==> src/rtl/rlp_enc_pkg.sv <==
// ============================================================================
// rlp_enc_pkg - shared types and constants of the RLP stream encoder
// Opcodes, header base values and the accepted-item record.
// ============================================================================
package rlp_enc_pkg;

    // input item kinds, carried on s_axis_tuser
    typedef enum logic {
        OP_ITEM = 1'b0,
        OP_LIST = 1'b1
    } t_op;

    // configuration register indexes
    localparam int unsigned REG_ZERO_AS_EMPTY = 0;
    localparam int unsigned REG_COUNT         = 1;

    // length field geometry
    localparam int unsigned LEN_W             = 32;
    localparam int unsigned LEN_W_BYTES       = LEN_W / 8;
    localparam int unsigned LEN_BYTES_MAX_DEF = 4;

    // RLP header bases and limits
    localparam logic [7:0]       C_STR_SHORT  = 8'h80;
    localparam logic [7:0]       C_STR_LONG   = 8'hB7;
    localparam logic [7:0]       C_LIST_SHORT = 8'hC0;
    localparam logic [7:0]       C_LIST_LONG  = 8'hF7;
    localparam logic [7:0]       C_SINGLE_LIM = 8'h80;   // 128
    localparam logic [LEN_W-1:0] C_SHORT_MAX  = 32'd55;

    // accepted input item
    typedef struct packed {
        t_op              op;
        logic [LEN_W-1:0] item_length;
        logic [7:0]       data_byte;
    } t_item;

    // length bytes actually usable: a 32-bit length never needs more than four
    function automatic int unsigned len_bytes_eff(input int unsigned lim);
        return (lim < LEN_W_BYTES) ? lim : LEN_W_BYTES;
    endfunction

endpackage

==> src/rtl/rlp_enc_frame.sv <==
// ============================================================================
// rlp_enc_frame - result list builder
// Turns one registered item and the open-item count into the list of
// encoded bytes it causes, their completion flags and the new count.
// ============================================================================
module rlp_enc_frame
    import rlp_enc_pkg::*;
#(
    parameter int unsigned LEN_BYTES_MAX = LEN_BYTES_MAX_DEF
) (
    input  t_item                    i_item,
    input  logic [LEN_W-1:0]         i_rem,
    input  logic                     i_zero_as_empty,
    output logic [len_bytes_eff(LEN_BYTES_MAX)+1:0][7:0] o_bytes,
    output logic [len_bytes_eff(LEN_BYTES_MAX)+1:0]      o_done,
    output logic [$clog2(len_bytes_eff(LEN_BYTES_MAX)+3)-1:0] o_cnt,
    output logic [LEN_W-1:0]         o_rem
);

    localparam int unsigned LB      = len_bytes_eff(LEN_BYTES_MAX);
    localparam int unsigned MAX_RES = LB + 2;
    localparam int unsigned CNT_W   = $clog2(MAX_RES + 1);
    localparam int unsigned NB_W    = $clog2(LEN_W_BYTES + 1);
    localparam int unsigned IDX_W   = $clog2(LEN_W_BYTES);

    logic [NB_W-1:0]           nb;
    logic                      too_long;
    logic [LB-1:0][7:0]        len_be;    // length bytes, most significant first
    logic [NB_W-1:0]           sel_tmp;
    logic [LEN_W-1:0]          len;
    logic [LEN_W-1:0]          rem_dec;
    logic [7:0]                d;

    assign len     = i_item.item_length;
    assign d       = i_item.data_byte;
    assign rem_dec = i_rem - LEN_W'(1);

    // significant byte count of the length
    always_comb begin
        nb = '0;
        for (int j = 0; j < LEN_W_BYTES; j++) begin
            if (len[8*j +: 8] != 8'h00) begin
                nb = NB_W'(j + 1);
            end
        end
    end

    assign too_long = (nb > NB_W'(LB));

    // big-endian length bytes without leading zeros
    always_comb begin
        sel_tmp = '0;
        len_be  = '0;
        for (int i = 0; i < LB; i++) begin
            sel_tmp = nb - NB_W'(i + 1);
            if (NB_W'(i) < nb) begin
                len_be[i] = len[8*sel_tmp[IDX_W-1:0] +: 8];
            end
        end
    end

    always_comb begin
        o_bytes = '0;
        o_done  = '0;
        o_cnt   = '0;
        o_rem   = i_rem;
        priority if (i_item.op == OP_LIST) begin
            if (i_rem != '0) begin
                o_cnt = '0;                         // list inside open item: dropped
            end else if (len <= C_SHORT_MAX) begin
                o_bytes[0] = C_LIST_SHORT + len[7:0];
                o_done[0]  = 1'b1;
                o_cnt      = CNT_W'(1);
            end else if (!too_long) begin
                o_bytes[0] = C_LIST_LONG + 8'(nb);
                for (int i = 0; i < LB; i++) begin
                    o_bytes[i+1] = len_be[i];
                    o_done[i+1]  = (NB_W'(i + 1) == nb);
                end
                o_cnt = CNT_W'(nb) + CNT_W'(1);
            end
        end else if (i_rem != '0) begin
            o_bytes[0] = d;
            o_done[0]  = (rem_dec == '0);
            o_cnt      = CNT_W'(1);
            o_rem      = rem_dec;
        end else if (len == '0) begin
            o_bytes[0] = C_STR_SHORT;
            o_done[0]  = 1'b1;
            o_cnt      = CNT_W'(1);
        end else if ((len == LEN_W'(1)) && (d < C_SINGLE_LIM)) begin
            o_bytes[0] = ((d == 8'h00) && i_zero_as_empty) ? C_STR_SHORT : d;
            o_done[0]  = 1'b1;
            o_cnt      = CNT_W'(1);
        end else if (len <= C_SHORT_MAX) begin
            o_bytes[0] = C_STR_SHORT + len[7:0];
            o_bytes[1] = d;
            o_done[1]  = (len == LEN_W'(1));
            o_cnt      = CNT_W'(2);
            o_rem      = len - LEN_W'(1);
        end else if (!too_long) begin
            // long string header; payload byte follows the length bytes
            o_bytes[0] = C_STR_LONG + 8'(nb);
            for (int i = 0; i < LB; i++) begin
                if (NB_W'(i) < nb) begin
                    o_bytes[i+1] = len_be[i];
                end else if (NB_W'(i) == nb) begin
                    o_bytes[i+1] = d;
                end
            end
            if (nb == NB_W'(LB)) begin
                o_bytes[LB+1] = d;
            end
            o_cnt = CNT_W'(nb) + CNT_W'(2);
            o_rem = len - LEN_W'(1);
        end else begin
            o_cnt = '0;                             // length too wide: rejected
        end
    end

endmodule

==> src/rtl/rlp_stream_encoder.sv <==
// ============================================================================
// rlp_stream_encoder - streaming RLP encoder
// Wraps item payload bytes in RLP string headers and emits list headers.
// ============================================================================
//
//  channel   | dir | handshake          | contents
//  ----------+-----+--------------------+--------------------------------------
//  s_axis    | in  | tvalid/tready      | tdata: length, byte; tuser: op
//  m_axis    | out | tvalid/tready      | tdata: encoded byte; tlast; tuser
//  apb       | in  | psel/penable/pready| reg 0 at 0x0: zero_byte_as_empty
//
//  Flow: an item is held in the input register, then its result
//  bytes (up to LEN_BYTES+2) leave one per cycle from the result buffer
//  while m_axis_tready is high, so payload items stream at one item per
//  cycle unless stalled; a header item sends each header byte in turn.
//  Reset: synchronous, active low; no item open, mode register set to 1.
//  Stalls: input is taken while the result buffer drains its last byte,
//  so the two sides decouple by one item.
//
module rlp_stream_encoder
    import rlp_enc_pkg::*;
#(
    parameter int unsigned LEN_BYTES_MAX = LEN_BYTES_MAX_DEF
) (
    input  logic        i_clk,
    input  logic        i_rst_n,
    // input items
    input  logic        s_axis_tvalid,
    output logic        s_axis_tready,
    input  logic [39:0] s_axis_tdata,   // [31:0] item_length, [39:32] data_byte
    input  logic        s_axis_tuser,   // [0] op
    // result items
    output logic        m_axis_tvalid,
    input  logic        m_axis_tready,
    output logic [7:0]  m_axis_tdata,   // [7:0] out_byte
    output logic        m_axis_tlast,   // run_last
    output logic        m_axis_tuser,   // [0] item_done
    // configuration
    input  logic        psel,
    input  logic        penable,
    input  logic        pwrite,
    input  logic [2:0]  paddr,
    input  logic [31:0] pwdata,
    output logic [31:0] prdata,
    output logic        pready
);

    localparam int unsigned LB      = (LEN_BYTES_MAX < LEN_W_BYTES) ? LEN_BYTES_MAX
                                                                     : LEN_W_BYTES;
    localparam int unsigned MAX_RES = LB + 2;
    localparam int unsigned CNT_W   = $clog2(MAX_RES + 1);

    // configuration
    logic                 r_zero_as_empty;
    logic                 reg_hit;

    // input register
    logic                 r_a_vld;
    t_item                r_a;

    // open-item count
    logic [LEN_W-1:0]     r_rem;

    // result buffer, entry 0 is presented
    logic [MAX_RES-1:0][7:0] r_b_byte;
    logic [MAX_RES-1:0]      r_b_done;
    logic [CNT_W-1:0]        r_b_cnt;

    // builder outputs
    logic [MAX_RES-1:0][7:0] f_bytes;
    logic [MAX_RES-1:0]      f_done;
    logic [CNT_W-1:0]        f_cnt;
    logic [LEN_W-1:0]        n_rem;

    logic                 s_acc;
    logic                 b_take;
    logic                 b_free;
    logic                 a_move;

    // ---------------------------------------------------------------- APB
    assign pready  = 1'b1;
    assign reg_hit = (paddr[2] == 1'(REG_ZERO_AS_EMPTY));
    assign prdata  = reg_hit ? {31'd0, r_zero_as_empty} : 32'd0;

    always_ff @(posedge i_clk) begin
        if (!i_rst_n) begin
            r_zero_as_empty <= 1'b1;
        end else if (psel && penable && pwrite && pready && reg_hit) begin
            r_zero_as_empty <= pwdata[0];
        end
    end

    // ---------------------------------------------------------- handshake
    // buffer frees when empty or when its last byte leaves this cycle
    assign b_take        = (r_b_cnt != '0) && m_axis_tready;
    assign b_free        = (r_b_cnt == '0) || ((r_b_cnt == CNT_W'(1)) && m_axis_tready);
    assign a_move        = r_a_vld && b_free;
    assign s_axis_tready = !r_a_vld || a_move;
    assign s_acc         = s_axis_tvalid && s_axis_tready;

    always_ff @(posedge i_clk) begin
        if (!i_rst_n) begin
            r_a_vld <= 1'b0;
        end else if (s_acc) begin
            r_a_vld <= 1'b1;
        end else if (a_move) begin
            r_a_vld <= 1'b0;
        end
    end

    always_ff @(posedge i_clk) begin
        if (s_acc) begin
            r_a.op          <= t_op'(s_axis_tuser);
            r_a.item_length <= s_axis_tdata[31:0];
            r_a.data_byte   <= s_axis_tdata[39:32];
        end
    end

    // ------------------------------------------------------------ builder
    rlp_enc_frame #(
        .LEN_BYTES_MAX (LEN_BYTES_MAX)
    ) u_frame (
        .i_item          (r_a),
        .i_rem           (r_rem),
        .i_zero_as_empty (r_zero_as_empty),
        .o_bytes         (f_bytes),
        .o_done          (f_done),
        .o_cnt           (f_cnt),
        .o_rem           (n_rem)
    );

    always_ff @(posedge i_clk) begin
        if (!i_rst_n) begin
            r_rem <= '0;
        end else if (a_move) begin
            r_rem <= n_rem;
        end
    end

    // ------------------------------------------------------ result buffer
    // rejected items load a zero count and simply vanish
    always_ff @(posedge i_clk) begin
        if (!i_rst_n) begin
            r_b_cnt <= '0;
        end else if (a_move) begin
            r_b_cnt <= f_cnt;
        end else if (b_take) begin
            r_b_cnt <= r_b_cnt - CNT_W'(1);
        end
    end

    always_ff @(posedge i_clk) begin
        if (a_move) begin
            r_b_byte <= f_bytes;
            r_b_done <= f_done;
        end else if (b_take) begin
            r_b_byte <= r_b_byte >> 8;
            r_b_done <= r_b_done >> 1;
        end
    end

    assign m_axis_tvalid = (r_b_cnt != '0);
    assign m_axis_tdata  = r_b_byte[0];
    assign m_axis_tlast  = (r_b_cnt == CNT_W'(1));
    assign m_axis_tuser  = r_b_done[0];

    // --------------------------------------------------------- assertions
    a_cnt_bound: assert property (@(posedge i_clk) disable iff (!i_rst_n)
        r_b_cnt <= CNT_W'(MAX_RES))
        else $error("result count beyond buffer depth");

    a_stall_full: assert property (@(posedge i_clk) disable iff (!i_rst_n)
        !s_axis_tready |-> (r_a_vld && !b_free))
        else $error("input stalled with room available");

    a_payload_dec: assert property (@(posedge i_clk) disable iff (!i_rst_n)
        (a_move && (r_a.op == OP_ITEM) && (r_rem != '0))
        |=> (r_rem == $past(r_rem) - LEN_W'(1)))
        else $error("open item count did not step down");

    a_list_keeps: assert property (@(posedge i_clk) disable iff (!i_rst_n)
        (a_move && (r_a.op == OP_LIST)) |=> $stable(r_rem))
        else $error("list header changed open item count");

endmodule

==> config.mk <==
export PLATFORM = sky130hd
export DESIGN_NAME = rlp_stream_encoder
export DESIGN_NICKNAME = d
export VERILOG_FILES = /design/src/rtl/rlp_enc_pkg.sv /design/src/rtl/rlp_enc_frame.sv /design/src/rtl/rlp_stream_encoder.sv
export SDC_FILE = /design/constraint.sdc
export NUM_CORES = 1
export LEC_CHECK = 0
export BUFFER_PORTS_ARGS = -buffer_cell sky130_fd_sc_hd__buf_4
export CORE_MARGIN = 2
export CORE_UTILIZATION = 40
export CTS_CLUSTER_SIZE = 20
export DETAILED_ROUTE_END_ITERATION = 7
export GPL_ROUTABILITY_DRIVEN = 0
export GPL_TIMING_DRIVEN = 0
export PLACE_DENSITY = 0.59
export SYNTH_ARGS = -nofsm -noshare
export SYNTH_HDL_FRONTEND = slang
export SYNTH_SLANG_ARGS = --single-unit
==> constraint.sdc <==
create_clock -name i_clk -period 4.6 [get_ports i_clk]
set_clock_uncertainty 0.1 [all_clocks]
set_input_delay 0.23 -clock i_clk [delete_from_list [all_inputs] [get_ports i_clk]]
set_output_delay 0.23 -clock i_clk [all_outputs]
set_load 0.01 [all_outputs]
==> flow_summary_export.csv, run 1 <==
group,metric,value,unit
floorplan,row_count,52,
clock_network,worstSkewPairLatency,0.43,ns
final_layout,multi_input_area,4150,um^2
setup_path,endpoint_kind,"flip-flop",
logic_synthesis,ys_seq_area_share,43.5,%
logic_synthesis,synth_top_cell_area_share,34.5,%
worst_hold_path,min_to,"r_rem[21]",
clock_network,numClockSinks,131,
run,max_cap_violations,0,
run_status,status,"finished clean",
logic_synthesis,synth-edff-count,94,
setup_path,cpMaxStageDelayCell,"nor4_1",
final_layout,syn_to_final_growth,23.8,%
worst_hold_path,hold_class,"in -> reg",
logic_synthesis,async_reset_ff_share,0,%
detailed_routing,viasPerCell,5.82,
detailed_routing,top_layer_used,"met4",
logic_synthesis,synth_top_area_cell,"edfxtp_1",
setup_path,cp_slowest_stage_delay,0.55,ns
detailed_routing,route.layer.met1.wl,11.6,mm
final_layout,regArea,3560,um^2
global_routing,grt_pass1_wl,41.8,mm
timing,rsz0062_at_grt,"false",
clock_network,numCtsBuffers,17,
timing,tightest_slew,1.15,ns
global_routing,grt_use_total,25.2,%
floorplan,initial_core_util,40.6,%
global_routing,first_global_vias,7184,
detailed_routing,postRouteAntennaNets,0,
logic_synthesis,postSynthCellCount,869,
setup_path,reg2reg_slack,0.29,ns
power_and_ir_drop,switching_share,48.0,%
final_layout,drive_gt1_share,18.1,%
final_layout,antenna_cells,0,
setup_path,r2r_end,"r_b_byte[14]",
worst_hold_path,min_from,"i_rst_n",
floorplan,num_io_pins,128,
setup_path,crit_chain,"nor4_1, nor2b_2, nand2_2, a21oi_4, buf_6, inv_1, ha_1, clkbuf_1, inv_1, clkbuf_1, a211oi_1, a21o_1, o21ai_0",
final_layout,num-fill-cells,1906,
floorplan,die_h,147,um
power_and_ir_drop,internal_power,0.00402,W
timing,hold_slack,0.0285,ns
global_routing,grt_overflow_total,0,
clock_network,post_cts_buffers,0,
place,portBuffers,62,
power_and_ir_drop,total_power,0.00772,W
power_and_ir_drop,pwr-share-clk,17.0,%
clock_network,cts_root_buf,"clkbuf_16",
timing,period_share,93.6,%
clock_network,clk_pin_slew_worst_paths,0.06,ns
detailed_routing,route.detailed.drc,0,
clock_network,clock_path_buffers,2,
logic_synthesis,yosysWarnings,0,
timing,relSlewSlack,22.9,%
timing,setup_violations,0,
logic_synthesis,yosys.cell_types.count,82,
place,post-dp-hpwl,19.4,mm
setup_path,worstPathArrival,4.33,ns
setup_path,rr_startpoint,"r_a[22]",
logic_synthesis,synth-seq-cells,131,
power_and_ir_drop,power_switching,0.00370,W
logic_synthesis,ys.flop_type,"edfxtp_1",
final_layout,nets,1122,
logic_synthesis,synth_area_leaders,"edfxtp_1, dfxtp_1, a21oi_1",
setup_path,start_kind,"flip-flop",
detailed_routing,drt_iter0_drc,902,
power_and_ir_drop,vdd_drop_max,0.443,mV
global_routing,grt_max_degree,60,
timing,drv_slew,0,
clock_network,htree_levels,4,
detailed_routing,wl,27.3,mm
clock_network,cts_tree,"built",
timing,fin_crit,4.31,ns
global_routing,antenna_found_initial,0,
setup_path,critical_path.top_delay_family,"simple AND/OR/NAND/NOR gates",
floorplan,die_area,21600,um^2
power_and_ir_drop,pwr-share-comb,56.5,%
detailed_routing,wl_met2,12.3,mm
floorplan,core,20200,um^2
worst_hold_path,whs_path_depth,3,
detailed_routing,avgRoutedWirePerCell,20.9,um
power_and_ir_drop,leakagePower,3.79,nW
setup_path,cp_max_fo,10,
timing,fmax,232,MHz
setup_path,reg2reg_depth,13,
logic_synthesis,postSynthAreaPerCell,9.42,um^2
setup_path,critPathBufInv,5,
power_and_ir_drop,p_seq_share,26.5,%
detailed_routing,vias,7609,
floorplan,die_w,147,um
detailed_routing,drtPass1Iterations,5,
power_and_ir_drop,power_density,762,nW/um^2
logic_synthesis,netlist_area,8180,um^2
detailed_routing,wl_met3,2.36,mm
setup_path,critPathKind,"reg -> reg",
timing,finalHoldViolations,0,
setup_path,required,4.63,ns
==> state kept, by name, summed over array words and instances (netlist names) <==
signal / count
r_b_byte: 40
r_a: 41
r_zero_as_empty: 1
r_b_done: 5
r_b_cnt: 3
m_axis_tdata: 8
r_a_vld: 1
r_rem: 32
==> metal layers <==
layer / vias to the layer above / track usage [%]
li1: 3510 / -
met1: 3600 / 34.2
met2: 423 / 39.6
met3: 76 / 4.66
met4: 0 / 10.7
met5: - / 0
==> repair_timing <==
| item | 4_1_cts | 5_1_grt |
|---|---|---|
| hold buffers | 43 | 0 |
| endpoints found under the hold margin | 43 | 0 |
| resized for setup | 0 | 0 |
==> synthesized netlist by cell type (all sizes together) (13+ instances only) <==
cell and number:
a211oi 19, a21oi 66, a22oi 24, and3 13, buf 56, clkbuf 35, dfxtp 37, edfxtp 94
ha 15, inv 17, mux2i 13, nand2 87, nand3 31, nor2 60, nor2b 13, nor3 31
nor4 22, o21ai 61, xnor2 18, xor2 17
==> stage by stage <==
stage,cells,setup slack [ns],setup TNS (ns),util (%),instance area [um^2]
6_report,1307,0.294,0,50.2,10100
5_1_grt,1307,0.0681,0,50.2,10100
4_1_cts,1307,0.423,0,50.2,10100
3_5_place_dp,1232,0.464,0,45.3,9140
3_3_place_gp,1231,-0.0974,-3.81,45.1,9100
2_1_floorplan,899,1.03,0,-,8300
==> worst max path at each step <==
stage	startpoint	endpoint	slack, ns	depth (start not counted)
after floorplan	r_b_cnt[1]	r_a[0]	1.03	5
after global placement	r_b_cnt[0]	r_a[8]	-0.1	4
after detailed placement	r_a[8]	r_b_byte[14]	0.46	15
after CTS	r_a[21]	r_b_byte[14]	0.42	13
after global routing	r_a[8]	r_b_byte[15]	0.07	15
final	r_a[22]	r_b_byte[14]	0.29	13
==> layout by cell type (no fill, tap or decap), drive strengths merged, types with 19 or more instances in the layout <==
cell,netlist,routed
buf,56,119
edfxtp,94,94
nand2,87,87
a21oi,66,66
o21ai,61,61
nor2,60,60
clkbuf,35,52
dlygate4sd3,0,43
dfxtp,37,37
conb,2,32
nand3,31,31
nor3,31,31
a22oi,24,24
nor4,22,22
inv,17,21
a211oi,19,19
==> worst min-delay path, stage by stage <==
cell,delay (ns)
buf_4,0.15
o21ai_0,0.08
a21oi_1,0.04
==> cell type report <==
| class | instances | area share [%] |
|---|---|---|
| clock buffer | 17 | 4.20 |
| clock inverter | 15 | 1.32 |
| tap | 270 | 3.34 |
| timing repair buffer | 106 | 9.04 |
| inverter | 17 | 0.630 |
| multi-input combinational | 660 | 41.0 |
| buffer | 91 | 5.34 |
| sequential | 131 | 35.2 |
==> cell families after synthesis <==
logic type | Yosys count | share of synthesized area [%]
and+or+nand+nor | 307 | 20.1
AOI/OAI and AO/OA | 251 | 20.2
DFF | 131 | 43.5
buffers and inverters | 108 | 7.38
xor gates and xnor gates | 35 | 3.75
muxes | 20 | 2.55
adders and majority gates | 15 | 2.29
other | 2 | 0.0918
==> power by group through the flow <==
| stage | Clock, W | Sequential, W | Combinational [W] |
|---|---|---|---|
| after floorplan | 0 | 0.00199 | 0.00293 |
| after global placement | 0 | 0.00207 | 0.00418 |
| after detailed placement | 0 | 0.00206 | 0.00423 |
| after CTS | 0.00133 | 0.00204 | 0.00427 |
| after global routing | 0.00138 | 0.00208 | 0.00472 |
| final | 0.00131 | 0.00205 | 0.00436 |
No activity file was read; power rests on OpenSTA's default activity.
==> inputs of run 2 (changes only) <==
--- a/config.mk
+++ b/config.mk
@@ -13,6 +13,7 @@
 export GPL_ROUTABILITY_DRIVEN = 0
 export GPL_TIMING_DRIVEN = 0
 export PLACE_DENSITY = 0.59
+export REMOVE_ABC_BUFFERS = 1
 export SYNTH_ARGS = -nofsm -noshare
 export SYNTH_HDL_FRONTEND = slang
 export SYNTH_SLANG_ARGS = --single-unit
==> run 2 against run 1 <==
Against the previous run:
- first-iteration DRC count down 16%
- wire length down 8.8%
- clock power about the same
- flip-flop and latch count unchanged
- clock-buffer cell count unchanged
- combinational power down 9.9%
- cell count down 6.7%
- global-route usage down 1.9 points
==> flow_summary_export.csv, run 2 (synthesized netlist as in run 1, its figures left out) <==
group,metric,value,unit
global_routing,grt_max_degree,60,
floorplan,initial_core_util,40.6,%
setup_path,start_kind,"flip-flop",
detailed_routing,avgRoutedWirePerCell,20.4,um
global_routing,use_met2,36.4,%
setup_path,endpoint_kind,"flip-flop",
clock_network,numCtsBuffers,17,
power_and_ir_drop,leakagePower,3.49,nW
setup_path,reg2reg_depth,8,
global_routing,grt_pass1_wl,38.8,mm
floorplan,num_io_pins,128,
final_layout,largest_reg_flops,41,
power_and_ir_drop,total_power,0.00734,W
setup_path,rr_startpoint,"r_a[32]",
final_layout,drive_gt1_share,15.1,%
floorplan,die_area,21600,um^2
floorplan,die_h,147,um
setup_path,worstPathArrival,4.42,ns
setup_path,required,4.63,ns
timing,rsz0062_at_grt,"false",
final_layout,top_regs,"r_a (41), r_b_byte (40), r_rem (32)",
detailed_routing,route.detailed.drc,0,
run_status,status,"finished clean",
clock_network,clock_path_buffers,2,
global_routing,antenna_found_initial,0,
floorplan,row_count,52,
detailed_routing,vias,7103,
setup_path,cp_max_fo,30,
detailed_routing,postRouteAntennaNets,0,
final_layout,final_common_cell,"edfxtp_1",
power_and_ir_drop,power_density,760,nW/um^2
final_layout,syn_to_final_growth,18.1,%
final_layout,antenna_cells,0,
global_routing,first_global_vias,6782,
clock_network,htree_levels,4,
setup_path,cp-startpoint,"r_a[32]",
final_layout,utilization,47.9,%
floorplan,die_w,147,um
timing,setup_violations,0,
timing,finalHoldViolations,0,
clock_network,clk_pin_slew_worst_paths,0.06,ns
clock_network,worstSkewPairLatency,0.43,ns
floorplan,core,20200,um^2
timing,fin_crit,4.39,ns
run,max_cap_violations,0,
detailed_routing,wl,24.9,mm
global_routing,use_met1,32.5,%
detailed_routing,drt_iter0_drc,758,
setup_path,critPathKind,"reg -> reg",
global_routing,use_met3,4.16,%
timing,drv_slew,0,
timing,relSlewSlack,13.2,%
timing,period_share,95.4,%
global_routing,grt-busiest-layer,"met2",
power_and_ir_drop,vdd_drop_max,0.484,mV
final_layout,largest_register,"r_a",
timing,fmax,228,MHz
detailed_routing,viasPerCell,5.82,
clock_network,cts_tree,"built",
global_routing,grt_use_total,23.3,%
place,post-dp-hpwl,16.7,mm
final_layout,layout_common_cells,"edfxtp_1, nand2_1, a21oi_1, buf_4, o21ai_0",
setup_path,critPathCapture,"r_b_byte[14]",
global_routing,grt_overflow_total,0,
clock_network,numClockSinks,131,
final_layout,nets,1035,
timing,tightest_slew,1.30,ns
setup_path,r2r_end,"r_b_byte[14]",
place,portBuffers,62,
detailed_routing,drtPass1Iterations,8,
worst_hold_path,hold_class,"in -> reg",
clock_network,cts_root_buf,"clkbuf_16",
setup_path,reg2reg_slack,0.21,ns
==> run 2: changes by cell type in the layout (fill, tap and decap cells not counted), moves of 2 or more <==
| cell | before | now |
|---|---|---|
| buf_2 | 9 | 0 |
| clkinv_1 | 2 | 0 |
| buf_4 | 104 | 63 |
| buf_6 | 4 | 0 |
| clkbuf_1 | 35 | 0 |
| inv_6 | 4 | 7 |
| inv_8 | 0 | 3 |
| buf_8 | 0 | 2 |
| clkinv_4 | 3 | 1 |
==> run 2: how the worst min path moves through the flow <==
stage / from / cells after the start / end
2_1_floorplan: i_rst_n / 1 / r_zero_as_empty
3_3_place_gp: s_axis_tdata[7] / 1 / r_a[15]
3_5_place_dp: s_axis_tdata[39] / 1 / r_a[7]
4_1_cts: i_rst_n / 2 / r_b_cnt[1]
5_1_grt: i_rst_n / 2 / r_b_cnt[1]
6_report: i_rst_n / 2 / r_rem[20]
==> run 2: critical path: stages, from the launching register on <==
cell      delay, ns
edfxtp_1       0.51
nor2_1         0.35
nand3_2        0.69
a21oi_2        0.65
ha_1           0.67
inv_1          0.47
a211oi_1       0.33
a21o_1         0.14
o21ai_0        0.16
==> run 2: layout make-up <==
type,instances,area (um^2)
inverters,17,63.8
well taps,270,338
clock inverters,15,134
multi-input cells,660,4180
clock buffers,17,425
flip-flops and latches,131,3560
fillers,1959,10500
repair buffers,110,963
==> run 2: power breakdown <==
group | total [W] | leakage (nW) | switching (W) | internal (W)
clock network | 0.00132 | 0.264 | 0.000604 | 0.000712
logic | 0.00393 | 2.01 | 0.00259 | 0.00134
registers | 0.00210 | 1.22 | 0.000302 | 0.00180
total | 0.00734 | 3.49 | 0.00350 | 0.00384
==> run 2: repair_timing <==
item                                   CTS  global route
endpoints found under the hold margin   43             0
setup buffers                            1             0
hold buffers                            44             0
setup endpoints to repair               16             5
cloned                                   0             0
gates resized for setup                  1             2
==> run 2: per-layer routing <==
metal  up-vias  routed length, um
li1       3337                  -
met1      3403              11100
met2       324              11500
met3        39               1680
met4         0                627
met5         -                  0
==> run 2: per-stage QoR <==
| stage | setup TNS [ns] | instance area (um^2) | setup WS, ns | cells | hold WS [ns] |
|---|---|---|---|---|---|
| after floorplan | 0 | 7760 | 0.660 | 808 | 0.192 |
| after global placement | -75.92 | 8560 | -1.50 | 1140 | 0.308 |
| after CTS | 0 | 9650 | 0.120 | 1220 | 0.0592 |
| after global routing | 0 | 9660 | 0.109 | 1220 | 0.0733 |
| after detailed placement | -5.86 | 8640 | -0.751 | 1143 | 0.309 |
| final | 0 | 9660 | 0.210 | 1220 | 0.0837 |
